**src/rtl/uer_pkg.sv**
```systemverilog
// Shared types and constants of the ultrasonic echo ranger.
// No dependencies; imported by every module of the block.
`timescale 1ns / 1ps
`default_nettype none

package uer_pkg;

	// Sizing of the sensor bank and the counters.
	localparam int NUM_SENSORS  = 3;
	localparam int COUNT_BITS   = 20;
	localparam int SENSOR_BITS  = 3;
	localparam int CHAN_BITS    = 2;
	localparam int PULSE_BITS   = 8;
	localparam int TIMEOUT_BITS = 20;
	localparam int WIDTH_BITS   = 20;
	localparam int CFG_BITS     = 20;

	localparam logic [CHAN_BITS-1:0]   CH_MAX      = CHAN_BITS'(NUM_SENSORS);
	localparam logic [SENSOR_BITS-1:0] SENSOR_MASK = SENSOR_BITS'((1 << NUM_SENSORS) - 1);
	localparam logic [WIDTH_BITS-1:0]  WIDTH_MAX   = '1;

	// Configuration reset values.
	localparam logic [PULSE_BITS-1:0]   PULSE_RST   = PULSE_BITS'(10);
	localparam logic [TIMEOUT_BITS-1:0] TIMEOUT_RST = TIMEOUT_BITS'(100000);

	// Request kinds.
	localparam logic REQ_TICK  = 1'b0;
	localparam logic REQ_START = 1'b1;

	// Configuration register indexes.
	typedef enum logic {
		REG_TRIGGER_PULSE = 1'b0,
		REG_TIMEOUT       = 1'b1
	} uer_reg_t;

	// Measurement phases.
	typedef enum logic [1:0] {
		PH_IDLE = 2'd0,
		PH_TRIG = 2'd1,
		PH_WAIT = 2'd2
	} uer_phase_t;

	// Result status codes.
	typedef enum logic [1:0] {
		ST_OK      = 2'd0,
		ST_TIMEOUT = 2'd1,
		ST_INVALID = 2'd2,
		ST_BUSY    = 2'd3
	} uer_status_t;

	typedef struct packed {
		logic                   req_type;
		logic [CHAN_BITS-1:0]   channel;
		logic [SENSOR_BITS-1:0] echo_levels;
	} uer_in_t;

	typedef struct packed {
		logic [SENSOR_BITS-1:0] trigger_levels;
		logic                   done_res;
		uer_status_t            status;
		logic [WIDTH_BITS-1:0]  echo_width_us;
	} uer_out_t;

	typedef struct packed {
		logic [PULSE_BITS-1:0]   trigger_pulse_us;
		logic [TIMEOUT_BITS-1:0] timeout_us;
	} uer_cfg_t;

endpackage

`default_nettype wire

```
**src/rtl/uer_cfg.sv**
```systemverilog
// Configuration register file of the echo ranger: trigger length and timeout.
// Depends on uer_pkg.
`timescale 1ns / 1ps
`default_nettype none

module uer_cfg
	import uer_pkg::*;
(
	input  wire logic                clk,
	input  wire logic                arst_n,
	input  wire logic                cfg_we,
	input  wire uer_reg_t            cfg_index,
	input  wire logic [CFG_BITS-1:0] cfg_data,
	output uer_cfg_t                 cfg
);

	logic [PULSE_BITS-1:0]   pulse_q;
	logic [TIMEOUT_BITS-1:0] timeout_q;

	// Register writes, decoded by index.
	always_ff @(posedge clk or negedge arst_n) begin
		if (!arst_n) begin
			pulse_q   <= PULSE_RST;
			timeout_q <= TIMEOUT_RST;
		end else if (cfg_we) begin
			unique case (cfg_index)
				REG_TRIGGER_PULSE: pulse_q   <= cfg_data[PULSE_BITS-1:0];
				REG_TIMEOUT:       timeout_q <= cfg_data[TIMEOUT_BITS-1:0];
			endcase
		end
	end

	assign cfg.trigger_pulse_us = pulse_q;
	assign cfg.timeout_us       = timeout_q;

endmodule

`default_nettype wire

```
**src/rtl/uer_core.sv**
```systemverilog
// Measurement state machine and counters of the echo ranger. Computes the
// result of one transaction combinationally and updates its state on accept.
// Depends on uer_pkg.
`timescale 1ns / 1ps
`default_nettype none

module uer_core
	import uer_pkg::*;
(
	input  wire logic     clk,
	input  wire logic     arst_n,
	input  wire logic     accept,
	input  wire uer_in_t  req,
	input  wire uer_cfg_t cfg,
	output uer_out_t      res
);

	localparam logic [COUNT_BITS-1:0] CNT_MAX = '1;

	uer_phase_t             phase_q, phase_d;
	logic [CHAN_BITS-1:0]   act_q, act_d;
	logic [COUNT_BITS-1:0]  pc_q, pc_d;
	logic [COUNT_BITS-1:0]  width_q, width_d;
	logic                   seen_q, seen_d;
	logic [SENSOR_BITS-1:0] prev_q, prev_d;

	function automatic logic [SENSOR_BITS-1:0] chan_decode(input logic [CHAN_BITS-1:0] ch);
		logic [SENSOR_BITS-1:0] v;
		v = '0;
		if (ch != '0 && ch <= CH_MAX)
			v = SENSOR_BITS'(1) << (ch - CHAN_BITS'(1));
		return v;
	endfunction

	function automatic logic [COUNT_BITS-1:0] sat_inc(input logic [COUNT_BITS-1:0] v);
		return (v == CNT_MAX) ? v : v + COUNT_BITS'(1);
	endfunction

	logic                   is_start;
	logic                   is_tick;
	logic                   ch_ok;
	logic [SENSOR_BITS-1:0] echo_m;
	logic [SENSOR_BITS-1:0] trig_act;
	logic [CHAN_BITS-1:0]   sel;
	logic                   e_now, e_prev;
	logic                   rise, fall, seen_next;
	logic [COUNT_BITS-1:0]  pc_inc;
	logic [COUNT_BITS-1:0]  width_base, width_step;
	logic [PULSE_BITS-1:0]  pulse_len;
	logic                   trig_end;
	logic                   timed_out;
	logic [WIDTH_BITS-1:0]  width_sat;

	// Request decode and echo edge detection on the active channel.
	assign is_start  = (req.req_type == REQ_START);
	assign is_tick   = (req.req_type == REQ_TICK);
	assign ch_ok     = (req.channel != '0) && (req.channel <= CH_MAX);
	assign echo_m    = req.echo_levels & SENSOR_MASK;
	assign trig_act  = chan_decode(act_q);
	assign sel       = (act_q != '0 && act_q <= CH_MAX) ? act_q - CHAN_BITS'(1) : '0;
	assign e_now     = echo_m[sel];
	assign e_prev    = prev_q[sel];
	assign rise      = e_now & ~e_prev;
	assign fall      = ~e_now & e_prev & seen_q;
	assign seen_next = seen_q | rise;

	// Counter steps and limit compares.
	assign pc_inc     = sat_inc(pc_q);
	assign pulse_len  = (cfg.trigger_pulse_us == '0) ? PULSE_BITS'(1) : cfg.trigger_pulse_us;
	assign trig_end   = (pc_inc >= COUNT_BITS'(pulse_len));
	assign timed_out  = (32'(pc_inc) > 32'(cfg.timeout_us)) || (pc_inc == CNT_MAX);
	assign width_base = rise ? '0 : width_q;
	assign width_step = (e_now && seen_next) ? sat_inc(width_base) : width_base;
	assign width_sat  = (32'(width_q) > 32'(WIDTH_MAX)) ? WIDTH_MAX : WIDTH_BITS'(width_q);

	// Next phase.
	always_comb begin
		phase_d = phase_q;
		unique case (phase_q)
			PH_IDLE: begin
				if (is_start && ch_ok)
					phase_d = PH_TRIG;
			end
			PH_TRIG: begin
				if (is_tick && trig_end)
					phase_d = PH_WAIT;
			end
			PH_WAIT: begin
				if (is_tick && (fall || timed_out))
					phase_d = PH_IDLE;
			end
			default: begin
				// An unused phase code returns to idle on the next tick.
				if (is_tick)
					phase_d = PH_IDLE;
			end
		endcase
	end

	// Result fields and counter updates.
	always_comb begin
		res     = '0;
		act_d   = act_q;
		pc_d    = pc_q;
		width_d = width_q;
		seen_d  = seen_q;
		prev_d  = prev_q;
		if (is_start) begin
			if (phase_q != PH_IDLE) begin
				res.done_res       = 1'b1;
				res.status         = ST_BUSY;
				res.trigger_levels = (phase_q == PH_TRIG) ? trig_act : '0;
			end else if (!ch_ok) begin
				res.done_res = 1'b1;
				res.status   = ST_INVALID;
			end else begin
				act_d              = req.channel;
				pc_d               = '0;
				width_d            = '0;
				seen_d             = 1'b0;
				res.trigger_levels = chan_decode(req.channel);
			end
		end else begin
			prev_d = echo_m;
			unique case (phase_q)
				PH_TRIG: begin
					res.trigger_levels = trig_act;
					pc_d               = trig_end ? '0 : pc_inc;
				end
				PH_WAIT: begin
					if (fall) begin
						pc_d              = '0;
						seen_d            = 1'b0;
						res.done_res      = 1'b1;
						res.status        = ST_OK;
						res.echo_width_us = width_sat;
					end else begin
						width_d = width_step;
						if (timed_out) begin
							pc_d         = '0;
							seen_d       = 1'b0;
							res.done_res = 1'b1;
							res.status   = ST_TIMEOUT;
						end else begin
							pc_d   = pc_inc;
							seen_d = seen_next;
						end
					end
				end
				default: begin
					// Idle ticks only track the echo levels.
				end
			endcase
		end
	end

	// State registers, updated once per accepted transaction.
	always_ff @(posedge clk or negedge arst_n) begin
		if (!arst_n) begin
			phase_q <= PH_IDLE;
			act_q   <= '0;
			pc_q    <= '0;
			width_q <= '0;
			seen_q  <= 1'b0;
			prev_q  <= '0;
		end else if (accept) begin
			phase_q <= phase_d;
			act_q   <= act_d;
			pc_q    <= pc_d;
			width_q <= width_d;
			seen_q  <= seen_d;
			prev_q  <= prev_d;
		end
	end

endmodule

`default_nettype wire

```
**src/rtl/uer_out_buf.sv**
```systemverilog
// Output register with a one-entry skid stage for the echo ranger results.
// Depends on uer_pkg.
`timescale 1ns / 1ps
`default_nettype none

module uer_out_buf
	import uer_pkg::*;
(
	input  wire logic     clk,
	input  wire logic     arst_n,
	input  wire logic     push,
	input  wire uer_out_t push_data,
	output logic          push_ready,
	output logic          out_valid,
	input  wire logic     out_ready,
	output uer_out_t      out_data
);

	logic     out_valid_q;
	logic     skid_valid_q;
	uer_out_t out_data_q;
	uer_out_t skid_data_q;
	logic     pop;
	logic     load_out;
	logic     load_skid;
	logic     drain_skid;

	// New results may enter as long as the skid entry is free.
	assign push_ready = !skid_valid_q;
	assign pop        = out_valid_q && out_ready;
	assign load_out   = push && (!out_valid_q || pop);
	assign load_skid  = push && out_valid_q && !pop;
	assign drain_skid = !push && pop && skid_valid_q;

	// Occupancy flags.
	always_ff @(posedge clk or negedge arst_n) begin
		if (!arst_n) begin
			out_valid_q  <= 1'b0;
			skid_valid_q <= 1'b0;
		end else begin
			if (load_out || drain_skid)
				out_valid_q <= 1'b1;
			else if (pop)
				out_valid_q <= 1'b0;
			if (load_skid)
				skid_valid_q <= 1'b1;
			else if (drain_skid)
				skid_valid_q <= 1'b0;
		end
	end

	// Payload registers.
	always_ff @(posedge clk) begin
		if (load_out)
			out_data_q <= push_data;
		else if (drain_skid)
			out_data_q <= skid_data_q;
		if (load_skid)
			skid_data_q <= push_data;
	end

	assign out_valid = out_valid_q;
	assign out_data  = out_data_q;

endmodule

`default_nettype wire

```
**src/rtl/ultrasonic_echo_ranger_top.sv**
```systemverilog
// Top level of the ultrasonic echo ranger for three sensors.
// Depends on uer_pkg, uer_cfg, uer_core and uer_out_buf.
//
// Usage:
// - Input channel (in_valid/in_ready/in_data): each transaction is either a
//   one-microsecond tick carrying the sampled echo levels, or a start request
//   naming a sensor channel. Every input transaction yields exactly one result.
// - Output channel (out_valid/out_ready/out_data): trigger levels, a done flag,
//   a status code and the measured echo width in microseconds.
// - Configuration: cfg_we writes cfg_data into the register chosen by
//   cfg_index in the same cycle; write only while no transaction is in flight.
// - Results: each accepted result is registered in the output or skid stage.
// - Throughput: one transaction per cycle while in_ready is high. The state update for a
//   transaction is a single pass of logic from the state registers to the result register.
// - Stall: the output register plus a one-entry skid stage absorb one stalled
//   result; in_ready drops only while both are full.
// - Reset: arst_n clears the measurement state to idle, empties the output
//   stages and restores trigger length 10 and timeout 100000 ticks.
`timescale 1ns / 1ps
`default_nettype none

module ultrasonic_echo_ranger_top
	import uer_pkg::*;
(
	input  wire logic                clk,
	input  wire logic                arst_n,
	input  wire logic                in_valid,
	output logic                     in_ready,
	input  wire uer_in_t             in_data,
	output logic                     out_valid,
	input  wire logic                out_ready,
	output uer_out_t                 out_data,
	input  wire logic                cfg_we,
	input  wire uer_reg_t            cfg_index,
	input  wire logic [CFG_BITS-1:0] cfg_data
);

	uer_cfg_t cfg;
	uer_out_t res;
	logic     accept;

	assign accept = in_valid && in_ready;

	uer_cfg u_cfg (
		.clk       (clk),
		.arst_n    (arst_n),
		.cfg_we    (cfg_we),
		.cfg_index (cfg_index),
		.cfg_data  (cfg_data),
		.cfg       (cfg)
	);

	uer_core u_core (
		.clk    (clk),
		.arst_n (arst_n),
		.accept (accept),
		.req    (in_data),
		.cfg    (cfg),
		.res    (res)
	);

	uer_out_buf u_out (
		.clk        (clk),
		.arst_n     (arst_n),
		.push       (accept),
		.push_data  (res),
		.push_ready (in_ready),
		.out_valid  (out_valid),
		.out_ready  (out_ready),
		.out_data   (out_data)
	);

endmodule

`default_nettype wire

```
**config.mk**
```make
export PLATFORM = sky130hd
export DESIGN_NAME = ultrasonic_echo_ranger_top
export DESIGN_NICKNAME = d
export VERILOG_FILES = /design/src/rtl/uer_pkg.sv /design/src/rtl/uer_cfg.sv /design/src/rtl/uer_core.sv /design/src/rtl/uer_out_buf.sv /design/src/rtl/ultrasonic_echo_ranger_top.sv
export SDC_FILE = /design/constraint.sdc
export NUM_CORES = 1
export LEC_CHECK = 0
export BUFFER_PORTS_ARGS = -buffer_cell sky130_fd_sc_hd__buf_2
export CORE_MARGIN = 4
export CORE_UTILIZATION = 54
export CTS_CLUSTER_DIAMETER = 60
export DETAILED_ROUTE_END_ITERATION = 16
export HOLD_SLACK_MARGIN = 0.08
export PLACE_DENSITY = 0.81
export SLEW_MARGIN = 15
export SYNTH_ARGS = -nofsm -noshare
export SYNTH_HDL_FRONTEND = slang
export SYNTH_SLANG_ARGS = --single-unit
```
**constraint.sdc**
```tcl
create_clock -name clk -period 3.95 [get_ports clk]
set_clock_uncertainty 0.1 [all_clocks]
set_input_delay 0.395 -clock clk [delete_from_list [all_inputs] [get_ports clk]]
set_output_delay 0.395 -clock clk [all_outputs]
set_load 0.03 [all_outputs]
```
==> results.toml, run 1 <==
[outcome]
status = "completed"

[detailed_routing]
vias_per_cell = 6.11
first_pass_iters = 6
drt_wl_total_mm = 20.1
drtIter0Drc = 780
drtAntennaViolNets = 0
drc = 0
route.vias.total = 6381
detail_route.wl_per_cell_um = 19.3

[finish]
stdcell_count = 1044
regArea_sq_um = 3520
multi_input_area_sq_um = 3690
layout_common_cells = "buf_4 (85), dfrtp_1 (69), nand2_1 (58), buf_2 (58), o21ai_0 (56)"
antenna_cells = 0
n_fill_cell = 959
nNetsFinal = 918
syn2layout_area_growth_pct = 24.5
final_common_cell = "buf_4"
post-route-util_pct = 69.3
final_area_sq_um = 9240
drive_above_1_share_pct = 31.1

[yosys]
avgSynthCellArea_sq_um = 10.3
synth-edff-count = 52
synth_fp_nets = 784
ys_types = 65
syn_area_sq_um = 7420
yosysWarnings = 0
synth-main-ff-cell = "dfrtp_1"
async_flop_share_pct = 60.0
ys_seq_area_share_pct = 47.5
synth_top_cell_area_share_pct = 23.6
ys_ff_latch = 130
synthCells = 721
synthTopCellsByArea = "dfrtp_1 (24%), edfxtp_1 (21%), mux2_2 (7.6%), ha_1 (5.2%), o21ai_0 (3.9%)"
yosysTopAreaCell = "dfrtp_1"

[die]
ioPinCount = 60
die_h_um = 125
initial_utilization_pct = 55.6
core_sq_um = 13300
die_w_um = 125
die_area_sq_um = 15700
fp-row-count = 42

[placement]
portBuffers = 59
dp_hpwl_mm = 14.3
place.gp.congestion = 0.970
placedCellCount = 1006
dpl_cell_area_sq_um = 8460

[setup_path]
cp.buffers_inverters = 3
cpPeakStageDelay_ns = 0.41
critPathSlowestCell = "dfrtp_1"
cp.arrival_ns = 3.90
startpoint_type = "flip-flop"
crit_type = "flip-flop to flip-flop"
crit_path_end_kind = "flip-flop"
crit_fanout = 7
path_cells = "buf_4 -> and4_1 -> buf_4 -> nand4_4 -> o21ai_4 -> xor2_2 -> inv_1 -> ha_1 -> a21o_1 -> a21o_1 -> a21oi_1 -> nor2b_1 -> a221o_1 -> a21boi_4 -> o21ai_2 -> mux2i_1 -> mux2_2"
crit_required_ns = 4.03
critPathTopFamily = "compound AO/OA/AOI/OAI gates"

[clock_tree]
clockRootBuffer = "clkbuf_16"
clock_latency_ns = 0.43
cts_made_buffers = 17
clockBufferDepth = 2
cts_sinks = 130
htree_levels = 4
cts_tree = "built"
cts.clk_slew.worst_paths_ns = 0.06

[sta]
tightest_slew_ns = 1.11
period_needed_ns = 3.82
finalHoldViolations = 0
max_slew_margin_pct = 25.8
fmax_ghz = 0.262
drv_slew = 0
setup_viol = 0
tns_ns = 0
period_share_pct = 96.7

[power_and_ir_drop]
sw_frac_of_total_pct = 34.3
power_frac_clock_pct = 33.8
ir_drop_v = 0.000273
p_int_uw = 3240
seqPwrFrac_pct = 37.0
p_sw_uw = 1690
powerDensity_nw_per_um2 = 533
pwr-share-comb_pct = 29.1
p_leak_uw = 0.00410

[worst_hold_path]
holdCritPathClass = "input pin to flip-flop"

[global_routing]
antenna_found_initial = 0
grt_pass1_vias = 6602
gr-usage-all-layers_pct = 26.4
grt.overflow.total = 0
grt_start_max_net_pins = 79
grt_pass1_wl_mm = 32.9

[job]
cap_violations = 0
==> synthesized netlist by cell type, types with 11 or more instances <==
cell	instances
a21oi_1	36
a22o_1	12
and2_1	23
and3_1	15
buf_2	11
clkbuf_1	21
dfrtp_1	70
edfxtp_1	52
ha_1	31
inv_1	47
mux2_2	50
nand2_1	58
nand3_1	27
nand4_1	18
nor2_1	33
nor3_1	13
o21ai_0	58
xnor2_1	11
==> path summary, 6_finish.rpt <==
kind	cells past startpoint	endpoint	slack, ns	from
setup / recovery	17	u_out.out_data[20]$_DFFE_PP_	0.13	u_core.pc_q[2]$_DFFE_PN0P_
hold / removal	3	u_cfg.pulse_q[6]$_DFFE_PN0P_	0.09	cfg_data[6]
setup reg to reg	17	u_out.out_data[20]$_DFFE_PP_	0.13	u_core.pc_q[2]$_DFFE_PN0P_
hold reg to reg	1	u_core.width_q[10]$_DFFE_PN0P_	0.41	u_core.width_q[10]$_DFFE_PN0P_
max in group asynchronous	2	u_core.pc_q[4]$_DFFE_PN0P_	2.47	arst_n
min in group asynchronous	2	u_cfg.timeout_q[2]$_DFFE_PN0P_	0.59	arst_n
==> repair_timing <==
action	4_1_cts	5_1_grt
endpoints found under the setup margin	16	25
hold endpoints to repair	12	0
pin swaps	2	12
setup buffers	1	3
hold buffers	2	0
resized for setup	2	21
==> tightest hold or removal path, delay by kind of cell <==
| family | cells | cell delay (ns) |
|---|---|---|
| buffers and inverters | 1 | 0.09 |
| AO/OA/AOI/OAI | 1 | 0.06 |
| AND/OR/NAND/NOR | 1 | 0.04 |
==> metal layers <==
metal	part of all wire (%)	global-route usage, %	wire, um
met1	39	30.1	7860
met2	51	46.0	10200
met3	5.3	5.54	1070
met4	4.9	14.8	981
met5	0	0	0
==> per-stage QoR <==
step	worst slack (ns)	hold slack [ns]	power, uW
global route	-0.0409	0.0870	5160
finish	0.128	0.0894	4930
detailed placement	-0.0913	0.394	3230
floorplan	0.176	-0.000591	2750
global placement	0.00740	0.379	3150
CTS	0.0232	0.0815	4910
==> sequential cells by signal (all words and copies together), names as in the netlist <==
| register | count |
|---|---|
| u_cfg.pulse_q | 8 |
| u_out.out_valid | 1 |
| u_core.act_q | 2 |
| u_out.skid_data_q | 26 |
| u_out.out_data | 26 |
| u_core.phase_q | 2 |
| u_core.prev_q | 3 |
| u_core.seen_q | 1 |
| u_out.skid_valid_q | 1 |
| u_core.pc_q | 20 |
| u_core.width_q | 20 |
| u_cfg.timeout_q | 20 |
==> power by group through the flow <==
stage / Sequential (uW) / Combinational (uW) / Clock, uW
after floorplan: 2020 / 735 / 0
after global placement: 1820 / 1330 / 0
after detailed placement: 1840 / 1390 / 0
after CTS: 1820 / 1400 / 1680
after global routing: 1850 / 1550 / 1750
final: 1830 / 1440 / 1670
==> kinds of logic (layout without fill, tap and decap cells) <==
| family | Yosys count | count (layout) | synth area share, % |
|---|---|---|---|
| buf+inv | 81 | 228 | 4.43 |
| simple gates | 222 | 222 | 16.3 |
| flops | 130 | 130 | 47.5 |
| xor+xnor | 14 | 14 | 1.65 |
| compound gates | 187 | 187 | 16.5 |
| mux | 55 | 55 | 8.26 |
| fa+ha+maj | 32 | 32 | 5.36 |
==> cell type report <==
| cell class | count | area share, % |
|---|---|---|
| Multi-Input combinational cell | 510 | 39.9 |
| Sequential cell | 130 | 38.1 |
| Timing Repair Buffer | 149 | 10.9 |
| Clock buffer | 17 | 4.60 |
| Tap cell | 176 | 2.38 |
| Clock inverter | 15 | 2.13 |
| Inverter | 47 | 1.91 |
Note: power is estimated with default switching activity, not from simulation.
==> run 2, diff against run 1 <==
--- a/config.mk
+++ b/config.mk
@@ -12,6 +12,7 @@
 export DETAILED_ROUTE_END_ITERATION = 16
 export HOLD_SLACK_MARGIN = 0.08
 export PLACE_DENSITY = 0.81
+export REMOVE_ABC_BUFFERS = 1
 export SLEW_MARGIN = 15
 export SYNTH_ARGS = -nofsm -noshare
 export SYNTH_HDL_FRONTEND = slang
==> run 2 against run 1 <==
Critical path type unchanged. Routed wire length up 0.97%. Count of clock-buffer cells in the layout unchanged. Fmax down 1.7%. Combinational power up 3%. Total power down 3.1%. Worst hold slack worse by 0.0025 ns. Global-route usage down 0.19 points.
==> results.toml, run 2 (synthesis gave the netlist of run 1 again) <==
[sta]
worst_slack_ns = 0.0633
tightest_slew_ns = 1.05
whs_ns = 0.0869
period_needed_ns = 3.89
drv_slew = 0
max_slew_margin_pct = 30.3
setup_viol = 0
fmax_ghz = 0.257
finalHoldViolations = 0
period_share_pct = 98.4

[global_routing]
grt_pass1_wl_mm = 32.9
gr-usage-all-layers_pct = 26.2
grt_pass1_vias = 6639
grt.overflow.total = 0
grt_start_max_net_pins = 79
antenna_found_initial = 0
grtUsageMet2_pct = 46.3
use_met1_pct = 29.9
met3_usage_pct = 5.63
busiest_layer = "met2"

[finish]
drive_above_1_share_pct = 31.8
antenna_cells = 0
syn2layout_area_growth_pct = 23.4
final_common_cell = "buf_4"
nNetsFinal = 919
stdcell_count = 1045
layout_common_cells = "buf_4 (88), dfrtp_1 (67), buf_2 (58)"
post-route-util_pct = 68.7

[power_and_ir_drop]
sw_frac_of_total_pct = 34.9
ir_drop_v = 0.000298
p_sw_uw = 1670
power_frac_clock_pct = 31.2
p_leak_uw = 0.00410
seqPwrFrac_pct = 37.9
pwr-share-comb_pct = 30.9
powerDensity_nw_per_um2 = 521
p_int_uw = 3110

[detailed_routing]
first_pass_iters = 8
vias_per_cell = 6.24
drtAntennaViolNets = 0
drt_wl_total_mm = 20.3
route.vias.total = 6516
detail_route.wl_per_cell_um = 19.5
drtIter0Drc = 831
drc = 0

[clock_tree]
cts_tree = "built"
cts_made_buffers = 17
clockRootBuffer = "clkbuf_16"
cts_sinks = 130
clock_latency_ns = 0.43
cts.clk_slew.worst_paths_ns = 0.06
clockBufferDepth = 2
htree_levels = 4

[die]
initial_utilization_pct = 55.6
ioPinCount = 60
die_h_um = 125
core_sq_um = 13300
fp-row-count = 42
die_w_um = 125
die_area_sq_um = 15700

[setup_path]
cp.arrival_ns = 3.96
startpoint_type = "flip-flop"
crit_fanout = 7
crit_required_ns = 4.03
crit_type = "flip-flop to flip-flop"
crit_path_end_kind = "flip-flop"

[placement]
dp_slack_ns = -0.397
dp_hpwl_mm = 14.6
portBuffers = 59
place.gp.congestion = 0.979
placedCellCount = 1002

[outcome]
status = "completed"

[worst_hold_path]
holdCritPathClass = "input pin to flip-flop"

[job]
cap_violations = 0
-- run 2: cell count changes in the layout (fill, tap and decap cells not counted), moves of 3 or more --
cell      delta
inv_8        -3
nand2_2      +5
clkinv_2     +5
nand2_1      -5
buf_4        +3
-- run 2: area by class of cell --
class,count,area [sq um]
sequential,130,3530
multi-input combinational,510,3690
fill,1003,4180
tap,176,220
clock inverter,15,133
timing repair buffer,150,992
clock buffer,17,425
inverter,47,176
-- run 2: metal layers --
| metal | wire length [um] | share of wire [%] |
|---|---|---|
| met1 | 7770 | 38 |
| met2 | 10300 | 51 |
| met3 | 1450 | 7.1 |
| met4 | 836 | 4.1 |
| met5 | 0 | 0 |
-- run 2: power groups by stage --
stage | Sequential [uW] | Clock (uW) | Combinational [uW]
6_report | 1810 | 1490 | 1480
3_3_place_gp | 1820 | 0 | 1350
2_1_floorplan | 2040 | 0 | 688
5_1_grt | 1840 | 1570 | 1600
3_5_place_dp | 1840 | 0 | 1400
4_1_cts | 1810 | 1500 | 1420
-- run 2: worst max-delay path, stage by stage, from the launching register on --
cell      delay, ns
dfrtp_1        0.40
buf_4          0.18
and4_4         0.28
nand4_4        0.21
o21ai_4        0.22
xor2_2         0.18
inv_1          0.06
ha_1           0.30
a21o_1         0.19
a21o_1         0.18
a21oi_1        0.21
nor2b_2        0.20
a221o_1        0.20
a21boi_4       0.10
nor2_4         0.20
buf_4          0.17
a21o_1         0.15
a21oi_1        0.08
-- run 2: path summary, 6_finish.rpt --
kind | startpoint | endpoint | slack, ns | cells after the start
setup reg to reg | u_core.pc_q[6]$_DFFE_PN0P_ | u_out.out_data[22]$_DFFE_PP_ | 0.06 | 17
min in group asynchronous | arst_n | u_cfg.timeout_q[4]$_DFFE_PN0P_ | 0.61 | 2
setup / recovery | u_core.pc_q[6]$_DFFE_PN0P_ | u_out.out_data[22]$_DFFE_PP_ | 0.06 | 17
max in group asynchronous | arst_n | u_core.pc_q[3]$_DFFE_PN0P_ | 2.42 | 2
hold reg to reg | u_core.width_q[12]$_DFFE_PN0P_ | u_core.width_q[12]$_DFFE_PN0P_ | 0.39 | 1
hold / removal | cfg_data[2] | u_cfg.pulse_q[2]$_DFFE_PN0P_ | 0.09 | 3
-- run 2: timing repair --
item,4_1_cts,5_1_grt
endpoints found under the hold margin,5,0
resized for setup,8,22
pin swaps,1,11
endpoints found under the setup margin,27,25
setup buffers,2,6
hold buffers,3,0
-- run 2: through the flow --
stage	instance area [sq um]	power [uW]	TNS, ns
after floorplan	7270	2720	-1.29
after global placement	8400	3170	-3.41
after detailed placement	8400	3230	-4.46
after CTS	9020	4730	0
after global routing	9160	5010	-0.0128
final	9160	4780	0
